**src/rtl/skt_pkg.sv**
```systemverilog
// shared widths, codes and interface types for the sorted key table
// no dependencies; imported by the engine, the top level and the checker
package skt_pkg;

    localparam int CAPACITY = 64;
    localparam int IDX_W    = $clog2(CAPACITY);
    localparam int CNT_W    = IDX_W + 1;

    localparam int OPC_W  = 3;
    localparam int KEY_W  = 31;
    localparam int HDL_W  = 16;
    localparam int POS_W  = 6;
    localparam int STS_W  = 3;
    localparam int FPOS_W = 7;
    localparam int CMP_W  = (POS_W > CNT_W) ? POS_W : CNT_W;

    localparam int ENTRY_W     = KEY_W + HDL_W;
    localparam int APB_ADDR_W  = 3;
    localparam int APB_DATA_W  = 32;

    typedef enum logic [OPC_W-1:0] {
        OP_LOOKUP     = 3'd0,
        OP_INSERT     = 3'd1,
        OP_REMOVE_KEY = 3'd2,
        OP_READ_POS   = 3'd3,
        OP_REMOVE_POS = 3'd4
    } t_opcode;

    typedef enum logic [STS_W-1:0] {
        ST_OK        = 3'd0,
        ST_NOT_FOUND = 3'd1,
        ST_DUPLICATE = 3'd2,
        ST_FULL      = 3'd3,
        ST_BAD_POS   = 3'd4
    } t_status;

    // register index, decoded from the word address
    typedef enum logic {
        REG_DESCENDING  = 1'b0,
        REG_UNIQUE_KEYS = 1'b1
    } t_reg_idx;

    typedef struct packed {
        logic [KEY_W-1:0] key;
        logic [HDL_W-1:0] handle;
    } t_entry;

    typedef struct packed {
        logic descending;
        logic unique_keys;
    } t_cfg;

    typedef struct packed {
        logic             rd_en;
        logic [IDX_W-1:0] rd_addr;
        logic             wr_en;
        logic [IDX_W-1:0] wr_addr;
        t_entry           wr_data;
    } t_ram_req;

    typedef struct packed {
        t_status           status;
        logic [FPOS_W-1:0] found_position;
        logic [KEY_W-1:0]  found_key;
        logic [HDL_W-1:0]  found_handle;
        logic [FPOS_W-1:0] count;
    } t_result;

endpackage

```
**src/rtl/skt_ram.sv**
```systemverilog
// generic single-port-write, single-port-read synchronous ram
// read data is registered; no dependencies
module skt_ram #(
    parameter int WIDTH = 8,
    parameter int DEPTH = 16,
    localparam int AW   = $clog2(DEPTH)
) (
    input  logic             i_clk,
    input  logic             i_we,
    input  logic [AW-1:0]    i_waddr,
    input  logic [WIDTH-1:0] i_wdata,
    input  logic             i_re,
    input  logic [AW-1:0]    i_raddr,
    output logic [WIDTH-1:0] o_rdata
);

    logic [WIDTH-1:0] r_mem [DEPTH];
    logic [WIDTH-1:0] r_rdata;

    always_ff @(posedge i_clk) begin
        if (i_we) begin
            r_mem[i_waddr] <= i_wdata;
        end
        if (i_re) begin
            r_rdata <= r_mem[i_raddr];
        end
    end

    assign o_rdata = r_rdata;

endmodule

```
**src/rtl/skt_engine.sv**
```systemverilog
// operation sequencer: binary search, position read and shift passes over the entry ram
// depends on skt_pkg; drives one skt_ram through a t_ram_req
module skt_engine
    import skt_pkg::*;
(
    input  logic     i_clk,
    input  logic     i_rst_n,
    input  t_cfg     i_cfg,
    input  logic     i_req_valid,
    output logic     o_req_ready,
    input  t_opcode  i_opcode,
    input  logic [KEY_W-1:0] i_key,
    input  logic [HDL_W-1:0] i_handle,
    input  logic [POS_W-1:0] i_position,
    output logic     o_res_valid,
    input  logic     i_res_ready,
    output t_result  o_result,
    output t_ram_req o_ram,
    input  t_entry   i_rd_data
);

    typedef enum logic [2:0] {
        S_IDLE,
        S_SRCH_RD,
        S_SRCH_CMP,
        S_POS_RD,
        S_POS_CMP,
        S_SHIFT,
        S_DONE
    } t_state;

    t_state r_state, n_state;
    t_opcode r_op, n_op;
    logic [KEY_W-1:0] r_key, n_key;
    logic [HDL_W-1:0] r_handle, n_handle;
    logic [POS_W-1:0] r_position, n_position;
    logic [CNT_W-1:0] r_low, n_low;
    logic [CNT_W-1:0] r_hp1, n_hp1;
    logic [IDX_W-1:0] r_mid, n_mid;
    logic [CNT_W-1:0] r_pos, n_pos;
    logic [CNT_W-1:0] r_count, n_count;
    t_status r_res_status, n_res_status;
    logic [FPOS_W-1:0] r_res_fpos, n_res_fpos;
    logic [KEY_W-1:0] r_res_key, n_res_key;
    logic [HDL_W-1:0] r_res_handle, n_res_handle;
    logic r_ins, n_ins;
    logic [IDX_W-1:0] r_src, n_src;
    logic [CNT_W-1:0] r_left, n_left;
    logic r_wpend, n_wpend;
    logic [IDX_W-1:0] r_wdst, n_wdst;
    logic r_out_valid, n_out_valid;
    t_result r_out, n_out;

    logic [CNT_W:0]   mid_sum;
    logic [IDX_W-1:0] mid;
    logic             key_eq;
    logic             go_low;
    logic             full;
    logic             do_ins;
    logic             do_rem;
    logic [CNT_W-1:0] sh_pos;
    t_ram_req         ram;

    always_comb begin
        n_state      = r_state;
        n_op         = r_op;
        n_key        = r_key;
        n_handle     = r_handle;
        n_position   = r_position;
        n_low        = r_low;
        n_hp1        = r_hp1;
        n_mid        = r_mid;
        n_pos        = r_pos;
        n_count      = r_count;
        n_res_status = r_res_status;
        n_res_fpos   = r_res_fpos;
        n_res_key    = r_res_key;
        n_res_handle = r_res_handle;
        n_ins        = r_ins;
        n_src        = r_src;
        n_left       = r_left;
        n_wpend      = r_wpend;
        n_wdst       = r_wdst;
        n_out        = r_out;
        n_out_valid  = r_out_valid && !i_res_ready;
        ram          = '0;
        do_ins       = 1'b0;
        do_rem       = 1'b0;
        sh_pos       = '0;

        // midpoint of [low, hp1-1]
        mid_sum = {1'b0, r_low} + {1'b0, r_hp1} - (CNT_W+1)'(1);
        mid     = mid_sum[IDX_W:1];
        key_eq  = (i_rd_data.key == r_key);
        go_low  = i_cfg.descending ? (i_rd_data.key < r_key) : (i_rd_data.key > r_key);
        full    = (r_count >= CNT_W'(CAPACITY));

        case (r_state)
            S_IDLE: begin
                if (i_req_valid) begin
                    n_op         = i_opcode;
                    n_key        = i_key;
                    n_handle     = i_handle;
                    n_position   = i_position;
                    n_low        = '0;
                    n_hp1        = r_count;
                    n_res_status = ST_NOT_FOUND;
                    n_res_fpos   = '0;
                    n_res_key    = '0;
                    n_res_handle = '0;
                    case (i_opcode)
                        OP_LOOKUP, OP_REMOVE_KEY: begin
                            // key zero is never found, even when stored
                            n_state = (i_key == '0) ? S_DONE : S_SRCH_RD;
                        end
                        OP_INSERT: begin
                            n_state = S_SRCH_RD;
                        end
                        OP_READ_POS, OP_REMOVE_POS: begin
                            n_state = S_POS_RD;
                        end
                        default: begin
                            n_state = S_DONE;
                        end
                    endcase
                end
            end

            S_SRCH_RD: begin
                if (r_low < r_hp1) begin
                    ram.rd_en   = 1'b1;
                    ram.rd_addr = mid;
                    n_mid       = mid;
                    n_state     = S_SRCH_CMP;
                end else begin
                    // miss: low is the insertion point
                    n_res_fpos   = FPOS_W'(r_low);
                    n_res_key    = '0;
                    n_res_handle = '0;
                    n_res_status = ST_NOT_FOUND;
                    n_state      = S_DONE;
                    if (r_op == OP_INSERT) begin
                        if (full) begin
                            n_res_status = ST_FULL;
                        end else begin
                            do_ins = 1'b1;
                            sh_pos = r_low;
                        end
                    end
                end
            end

            S_SRCH_CMP: begin
                if (key_eq) begin
                    n_res_fpos   = FPOS_W'(r_mid);
                    n_res_key    = i_rd_data.key;
                    n_res_handle = i_rd_data.handle;
                    n_res_status = ST_OK;
                    n_state      = S_DONE;
                    case (r_op)
                        OP_REMOVE_KEY: begin
                            do_rem = 1'b1;
                            sh_pos = CNT_W'(r_mid);
                        end
                        OP_INSERT: begin
                            if (i_cfg.unique_keys) begin
                                n_res_status = ST_DUPLICATE;
                            end else if (full) begin
                                n_res_status = ST_FULL;
                                n_res_key    = '0;
                                n_res_handle = '0;
                            end else begin
                                do_ins = 1'b1;
                                sh_pos = CNT_W'(r_mid);
                            end
                        end
                        default: begin
                        end
                    endcase
                end else begin
                    if (go_low) begin
                        n_hp1 = CNT_W'(r_mid);
                    end else begin
                        n_low = CNT_W'(r_mid) + CNT_W'(1);
                    end
                    n_state = S_SRCH_RD;
                end
            end

            S_POS_RD: begin
                n_res_fpos = FPOS_W'(r_position);
                if (CMP_W'(r_position) >= CMP_W'(r_count)) begin
                    n_res_status = ST_BAD_POS;
                    n_state      = S_DONE;
                end else begin
                    ram.rd_en   = 1'b1;
                    ram.rd_addr = IDX_W'(r_position);
                    n_state     = S_POS_CMP;
                end
            end

            S_POS_CMP: begin
                n_res_status = ST_OK;
                n_res_key    = i_rd_data.key;
                n_res_handle = i_rd_data.handle;
                n_state      = S_DONE;
                if (r_op == OP_REMOVE_POS) begin
                    do_rem = 1'b1;
                    sh_pos = CNT_W'(r_position);
                end
            end

            S_SHIFT: begin
                // read one entry and write the previous one back in the same cycle;
                // the addresses never coincide, so no forwarding is needed
                if (r_wpend) begin
                    ram.wr_en   = 1'b1;
                    ram.wr_addr = r_wdst;
                    ram.wr_data = i_rd_data;
                end
                if (r_left != '0) begin
                    ram.rd_en   = 1'b1;
                    ram.rd_addr = r_src;
                    n_wpend     = 1'b1;
                    n_wdst      = r_ins ? (r_src + IDX_W'(1)) : (r_src - IDX_W'(1));
                    n_src       = r_ins ? (r_src - IDX_W'(1)) : (r_src + IDX_W'(1));
                    n_left      = r_left - CNT_W'(1);
                end else begin
                    n_wpend = 1'b0;
                    if (!r_wpend) begin
                        if (r_ins) begin
                            ram.wr_en          = 1'b1;
                            ram.wr_addr        = IDX_W'(r_pos);
                            ram.wr_data.key    = r_key;
                            ram.wr_data.handle = r_handle;
                        end
                        n_state = S_DONE;
                    end
                end
            end

            S_DONE: begin
                if (!r_out_valid || i_res_ready) begin
                    n_out.status         = r_res_status;
                    n_out.found_position = r_res_fpos;
                    n_out.found_key      = r_res_key;
                    n_out.found_handle   = r_res_handle;
                    n_out.count          = FPOS_W'(r_count);
                    n_out_valid          = 1'b1;
                    n_state              = S_IDLE;
                end
            end

            default: begin
                n_state = S_IDLE;
            end
        endcase

        if (do_ins) begin
            n_ins        = 1'b1;
            n_pos        = sh_pos;
            n_left       = r_count - sh_pos;
            n_src        = IDX_W'(r_count - CNT_W'(1));
            n_wpend      = 1'b0;
            n_count      = r_count + CNT_W'(1);
            n_res_status = ST_OK;
            n_res_fpos   = FPOS_W'(sh_pos);
            n_res_key    = r_key;
            n_res_handle = r_handle;
            n_state      = S_SHIFT;
        end
        if (do_rem) begin
            n_ins   = 1'b0;
            n_pos   = sh_pos;
            n_left  = r_count - CNT_W'(1) - sh_pos;
            n_src   = IDX_W'(sh_pos + CNT_W'(1));
            n_wpend = 1'b0;
            n_count = r_count - CNT_W'(1);
            n_state = S_SHIFT;
        end
    end

    always_ff @(posedge i_clk) begin
        if (!i_rst_n) begin
            r_state     <= S_IDLE;
            r_count     <= '0;
            r_wpend     <= 1'b0;
            r_out_valid <= 1'b0;
        end else begin
            r_state     <= n_state;
            r_count     <= n_count;
            r_wpend     <= n_wpend;
            r_out_valid <= n_out_valid;
        end
        r_op         <= n_op;
        r_key        <= n_key;
        r_handle     <= n_handle;
        r_position   <= n_position;
        r_low        <= n_low;
        r_hp1        <= n_hp1;
        r_mid        <= n_mid;
        r_pos        <= n_pos;
        r_res_status <= n_res_status;
        r_res_fpos   <= n_res_fpos;
        r_res_key    <= n_res_key;
        r_res_handle <= n_res_handle;
        r_ins        <= n_ins;
        r_src        <= n_src;
        r_left       <= n_left;
        r_wdst       <= n_wdst;
        r_out        <= n_out;
    end

    assign o_req_ready = (r_state == S_IDLE);
    assign o_res_valid = r_out_valid;
    assign o_result    = r_out;
    assign o_ram       = ram;

endmodule

```
**src/rtl/sorted_key_table.sv**
```systemverilog
// top level of the sorted key table: apb registers, sequencer and entry ram
// depends on skt_pkg, skt_ram and skt_engine
//
//  channel   direction  handshake             payload
//  request   in         i_valid / o_ready     i_opcode i_key i_handle i_position
//  response  out        o_valid / i_ready     o_status o_found_position o_found_key
//                                             o_found_handle o_count
//  config    in         apb psel/penable      paddr pwdata -> prdata (pready tied high)
//
// one request at a time; a lookup runs one binary search probe after another, each a
// ram read, then a compare, through the single ram read port
// insert and remove then shift the entries that move: the shift streams one read and one
// write-back per cycle through the ram
// a finished response sits in the output register, so the next request is taken while
// it waits; a stalled response only holds the engine once the next one is ready
// synchronous active-low reset clears the entry count and valid flags; ram contents
// are left as they are and are never read beyond the count
module sorted_key_table
    import skt_pkg::*;
(
    input  logic                  i_clk,
    input  logic                  i_rst_n,

    input  logic                  i_valid,
    output logic                  o_ready,
    input  logic [OPC_W-1:0]      i_opcode,
    input  logic [KEY_W-1:0]      i_key,
    input  logic [HDL_W-1:0]      i_handle,
    input  logic [POS_W-1:0]      i_position,

    output logic                  o_valid,
    input  logic                  i_ready,
    output logic [STS_W-1:0]      o_status,
    output logic [FPOS_W-1:0]     o_found_position,
    output logic [KEY_W-1:0]      o_found_key,
    output logic [HDL_W-1:0]      o_found_handle,
    output logic [FPOS_W-1:0]     o_count,

    input  logic                  psel,
    input  logic                  penable,
    input  logic                  pwrite,
    input  logic [APB_ADDR_W-1:0] paddr,
    input  logic [APB_DATA_W-1:0] pwdata,
    output logic [APB_DATA_W-1:0] prdata,
    output logic                  pready
);

    // configuration registers
    logic     r_descending;
    logic     r_unique_keys;
    logic     cfg_wr;
    t_reg_idx reg_idx;
    t_cfg     cfg;

    // engine <-> ram
    t_ram_req ram_req;
    t_entry   rd_data;
    t_result  result;

    // register index sits at word granularity
    assign reg_idx = t_reg_idx'(paddr[2]);
    assign cfg_wr  = psel && penable && pwrite && pready;
    assign pready  = 1'b1;

    always_ff @(posedge i_clk) begin
        if (!i_rst_n) begin
            r_descending  <= 1'b0;
            r_unique_keys <= 1'b1;
        end else if (cfg_wr) begin
            case (reg_idx)
                REG_DESCENDING:  r_descending  <= pwdata[0];
                REG_UNIQUE_KEYS: r_unique_keys <= pwdata[0];
                default: begin
                end
            endcase
        end
    end

    // read mux, one bit registers zero-extended
    always_comb begin
        case (reg_idx)
            REG_DESCENDING:  prdata = APB_DATA_W'(r_descending);
            REG_UNIQUE_KEYS: prdata = APB_DATA_W'(r_unique_keys);
            default:         prdata = '0;
        endcase
    end

    assign cfg.descending  = r_descending;
    assign cfg.unique_keys = r_unique_keys;

    // sequencer: search, position read, shift passes and the response register
    skt_engine u_engine (
        .i_clk       (i_clk),
        .i_rst_n     (i_rst_n),
        .i_cfg       (cfg),
        .i_req_valid (i_valid),
        .o_req_ready (o_ready),
        .i_opcode    (t_opcode'(i_opcode)),
        .i_key       (i_key),
        .i_handle    (i_handle),
        .i_position  (i_position),
        .o_res_valid (o_valid),
        .i_res_ready (i_ready),
        .o_result    (result),
        .o_ram       (ram_req),
        .i_rd_data   (rd_data)
    );

    // key and handle live side by side in one ram word
    skt_ram #(
        .WIDTH (ENTRY_W),
        .DEPTH (CAPACITY)
    ) u_ram (
        .i_clk   (i_clk),
        .i_we    (ram_req.wr_en),
        .i_waddr (ram_req.wr_addr),
        .i_wdata (ram_req.wr_data),
        .i_re    (ram_req.rd_en),
        .i_raddr (ram_req.rd_addr),
        .o_rdata (rd_data)
    );

    assign o_status         = result.status;
    assign o_found_position = result.found_position;
    assign o_found_key      = result.found_key;
    assign o_found_handle   = result.found_handle;
    assign o_count          = result.count;

endmodule

```
**config.mk**
```make
export PLATFORM = sky130hd
export DESIGN_NAME = sorted_key_table
export DESIGN_NICKNAME = d
export VERILOG_FILES = /design/src/rtl/skt_pkg.sv /design/src/rtl/skt_ram.sv /design/src/rtl/skt_engine.sv /design/src/rtl/sorted_key_table.sv
export SDC_FILE = /design/constraint.sdc
export NUM_CORES = 2
export LEC_CHECK = 0
export ABC_AREA = 1
export BUFFER_PORTS_ARGS = -buffer_cell sky130_fd_sc_hd__buf_2
export CAP_MARGIN = 25
export CELL_PAD_IN_SITES_DETAIL_PLACEMENT = 1
export CELL_PAD_IN_SITES_GLOBAL_PLACEMENT = 1
export CORE_MARGIN = 1.5
export CORE_UTILIZATION = 30
export CTS_BUF_LIST = sky130_fd_sc_hd__clkbuf_4 sky130_fd_sc_hd__clkbuf_8
export DETAILED_ROUTE_END_ITERATION = 8
export GPL_TIMING_DRIVEN = 0
export PLACE_DENSITY_LB_ADDON = 0.3
export SLEW_MARGIN = 20
export SYNTH_ARGS = -nofsm -noshare
export SYNTH_HDL_FRONTEND = slang
export SYNTH_SLANG_ARGS = --single-unit
```
**constraint.sdc**
```tcl
create_clock -name i_clk -period 4.97 [get_ports i_clk]
set_input_delay 0.994 -clock i_clk [delete_from_list [all_inputs] [get_ports i_clk]]
set_output_delay 0.994 -clock i_clk [all_outputs]
set_load 0.02 [all_outputs]
```
==> results_dict.tcl <==
set metrics [dict create \
    grt_max_degree 48 \
    drv_slew 0 \
    grt_pass1_wl_mm 899 \
    die_width_um 697 \
    power.sequential.fraction 0.350 \
    timing.critical_path.to_type "flip-flop" \
    io-pin-count 197 \
    async_reset_ff_frac 0 \
    critical_path_arrival_ns 5.91 \
    num_vias 112000 \
    timing_hold_violations_final 0 \
    critical_path_class "flip-flop to flip-flop" \
    netlist.top_cell.by_area "sky130_fd_sc_hd__edfxtp_1" \
    max_freq_mhz 199 \
    cp_data_required_time_ns 5.85 \
    postLayoutSetupSlackWorst_ns -0.0606 \
    cts.reportedPaths.clkPinSlew_ns 0.06 \
    synthDominantCellAreaShare 0.681 \
    timing.final.setup_violations 10 \
    cpMaxStageDelayCell "sky130_fd_sc_hd__buf_1" \
    timing.final.crit_share 1.01 \
    clock_tree_root "sky130_fd_sc_hd__clkbuf_8" \
    area_of_the_mapped_netlist_sq_um 144000 \
    yosys.cell_types.count 46 \
    synth.yosys.seq_area_share 0.684 \
    area_of_the_core_sq_um 479000 \
    pwr_density_nw_per_um2 522 \
    cts_tree "yes" \
    dieArea_sq_um 485000 \
    cts_sinks 3292 \
    globalRouteTotalUtil 0.267 \
    via_density_per_instance 5.33 \
    synthesis.instances 12900 \
    cts_htree_levels 6 \
    ys_warn_count 0 \
    syn_area_per_cell_sq_um 11.2 \
    path_cells "inv_1 > ha_1 > inv_1 > nand2_1 > nor3_1 > nand2_1 > nand4_1 > buf_6 > buf_6 > buf_4 > buf_1 > nand3b_1 > nand3_1 > nand3_1 > nand3_1 > nand3_1 > nand3_1 > nand2_1" \
    hold_path.class "input pin to flip-flop" \
    violated_checks "setup timing" \
    cts_made_buffers 593 \
    grt_antenna_before_repair 72 \
    internal_power_mw 52.0 \
    initial_core_util 0.301 \
    synth_top_cells_by_count "sky130_fd_sc_hd__edfxtp_1 (3274), sky130_fd_sc_hd__nand3_1 (3183), sky130_fd_sc_hd__nand2_1 (2192)" \
    static-leakage-power_nw 67.3 \
    route.final.wire_length_mm 665 \
    critical_path.max_fanout 10 \
    filler_free_cell_count_of_the_finished_design 21000 \
    port_buffers 130 \
    nets 14300 \
    grt_pass1_vias 109000 \
    timing.critical_path.buf_inv 6 \
    cell_family_with_most_cp_delay "simple AND/OR/NAND/NOR gates" \
    status "finished, violations left" \
    synth_top_area_cells "sky130_fd_sc_hd__edfxtp_1 (68%), sky130_fd_sc_hd__nand3_1 (11%), sky130_fd_sc_hd__nand2_1 (5.7%), sky130_fd_sc_hd__nand3b_1 (4.9%), sky130_fd_sc_hd__inv_1 (4.6%)" \
    syn2layout_area_growth_pct 21.8 \
    wl_cell_um 31.7 \
    power.share.switching 0.434 \
    switchingPower_mw 39.9 \
    dp_hpwl_mm 500 \
    setup.reg_to_reg.worst_slack_ns -0.06 \
    hold_path_startpoint "i_key[9]" \
    placed_cells_incl_taps 19800 \
    cts-root-to-sink-buffers 4 \
    worst_setup_path_startpoint "u_engine.r_low[5]$_SDFFCE_PN0P_" \
    critical_path_cell_count 18 \
    power.ir.vdd_worst_v 0.000314 \
    critPathCapture "u_ram.o_rdata[10]$_DFFE_PP_" \
    max_cap_viols 0 \
    synth-main-ff-cell "sky130_fd_sc_hd__edfxtp_1" \
    tightestPinTransition_ns 1.16 \
    power_frac_clock 0.278 \
    drcViolationCount 0 \
    drtPass1Iterations 6 \
    rr_endpoint "u_ram.o_rdata[10]$_DFFE_PP_" \
    row_count 254 \
    path_common_cell "sky130_fd_sc_hd__nand3_1" \
    ant_nets 0 \
    comb_power_share 0.372 \
    overflow 0 \
    finalWorstPathRequiredPeriod_ns 5.03 \
    fin_skew_ns 0.0868 \
    synthesis_stage_register_bit_count 3292 \
    start_kind "flip-flop" \
    tns_ns -0.316 \
    timing.rr.start "u_engine.r_low[5]$_SDFFCE_PN0P_" \
    first_iter_violations 14600 \
    worst_path_largest_cell_delay_ns 0.47 \
    number_of_enable_flip_flop_cells_after_synthesis 3274 \
    synthMostInstantiatedCell "sky130_fd_sc_hd__edfxtp_1" \
    fp.dieH_um 697 \
    gp_routability_congestion 0.948 \
    holdWs_ns 0.0402 \
    slew_headroom 0.225 \
    clk_latency_ns 1.28 \
    post-route-util 0.367 \
    layout-drive-gt1-share 0.156 \
    r2r_cells 18 \
]
-- cell families after synthesis --
kind of cell	synth area share
simple gates	0.224
flops	0.684
buf+inv	0.0731
compound gates	0.00995
fa+ha+maj	0.00674
xor+xnor	0.00231
other cells	0.0000520
-- layer usage --
metal	routed length [um]	track usage	part of all wire	vias up
li1	-	-	-	47000
met1	260000	0.344	0.39	57000
met2	290000	0.407	0.44	6224
met3	65400	0.0581	0.098	1544
met4	50100	0.172	0.075	24
met5	243	0.00158	0.00037	-
-- what timing repair did --
action                                 4_1_cts  5_1_grt
endpoints found under the hold margin       53        0
pin swaps                                   11        8
hold buffers                                54        0
setup buffers                               12       14
gates resized for setup                    243      165
setup endpoints to repair                  292      159
-- worst min-delay path by stage --
stage	endpoint	slack, ns	depth (start not counted)
global placement	u_engine.o_result[37]$_DFFE_PP_	0.40	0
global route	u_engine.r_key[9]$_DFFE_PP_	0.07	1
CTS	u_engine.r_key[7]$_DFFE_PP_	0.00003	1
detailed placement	u_engine.o_result[27]$_DFFE_PP_	0.41	0
finish	u_engine.r_key[9]$_DFFE_PP_	0.04	1
floorplan	u_engine.o_result[10]$_DFFE_PP_	0.40	0
-- power groups by stage --
stage	combinational [mW]	clock [mW]	sequential, mW
floorplan	14.4	0	32.4
global placement	31.1	0	32.7
detailed placement	31.8	0	32.7
CTS	32.5	25.8	32.1
global route	34.7	26.8	32.2
finish	34.2	25.6	32.1
-- flip-flops by register name, summed over array words and instances, names as in the netlist, 3 cells and up --
name / count
u_engine.r_src: 6
u_engine.r_key: 31
u_engine.r_low: 7
u_engine.o_result: 64
u_engine.r_pos: 6
u_ram.r_mem: 3008
u_engine.r_left: 7
u_engine.r_wdst: 6
u_engine.r_state: 3
u_engine.r_res_status: 3
u_engine.r_handle: 16
u_engine.r_res_handle: 16
u_ram.o_rdata: 47
u_engine.r_mid: 6
u_engine.r_res_key: 31
u_engine.r_count: 7
u_engine.r_op: 3
u_engine.r_hp1: 7
u_engine.r_res_fpos: 7
u_engine.r_position: 6
-- placed cells by master (no fill, tap or decap), types with 32 or more instances in the layout --
master                             n
sky130_fd_sc_hd__conb_1           32
sky130_fd_sc_hd__nand3_1        3103
sky130_fd_sc_hd__buf_16          137
sky130_fd_sc_hd__buf_6            69
sky130_fd_sc_hd__clkbuf_1        196
sky130_fd_sc_hd__clkbuf_4        223
sky130_fd_sc_hd__buf_1            81
sky130_fd_sc_hd__clkinv_2         37
sky130_fd_sc_hd__clkbuf_2        109
sky130_fd_sc_hd__edfxtp_1       3274
sky130_fd_sc_hd__buf_4           104
sky130_fd_sc_hd__clkinv_1        137
sky130_fd_sc_hd__o21ai_0         103
sky130_fd_sc_hd__nand3_2          68
sky130_fd_sc_hd__buf_2           470
sky130_fd_sc_hd__clkbuf_8        605
sky130_fd_sc_hd__nand2_1        2185
sky130_fd_sc_hd__nor2_1           83
sky130_fd_sc_hd__a21oi_1          48
sky130_fd_sc_hd__nor2_4          104
sky130_fd_sc_hd__o22ai_1          39
sky130_fd_sc_hd__buf_12          191
sky130_fd_sc_hd__dlygate4sd3_1    54
sky130_fd_sc_hd__nand3b_1        949
sky130_fd_sc_hd__ha_1             73
sky130_fd_sc_hd__inv_1          1757
-- stage by stage --
| step | setup WS (ns) | power [mW] | instance area [sq um] |
|---|---|---|---|
| 3_5_place_dp | -1.51 | 64.4 | 163000 |
| 2_1_floorplan | -0.00864 | 46.8 | 144000 |
| 4_1_cts | 0.000995 | 90.3 | 175000 |
| 3_3_place_gp | -10.53 | 63.8 | 153000 |
| 5_1_grt | -0.0214 | 93.7 | 176000 |
| 6_report | -0.0606 | 91.9 | 176000 |
-- layout make-up --
| class | count | area [sq um] |
|---|---|---|
| clock buffer | 802 | 9810 |
| tap | 6400 | 8010 |
| antenna | 30 | 75.1 |
| multi-input combinational | 6967 | 36800 |
| sequential | 3292 | 98700 |
| buffer | 859 | 4420 |
| fill | 52400 | 303000 |
| timing repair buffer | 613 | 9910 |
| inverter | 1771 | 6660 |
| clock inverter | 232 | 1550 |
No activity file was read; power rests on OpenSTA's default activity.
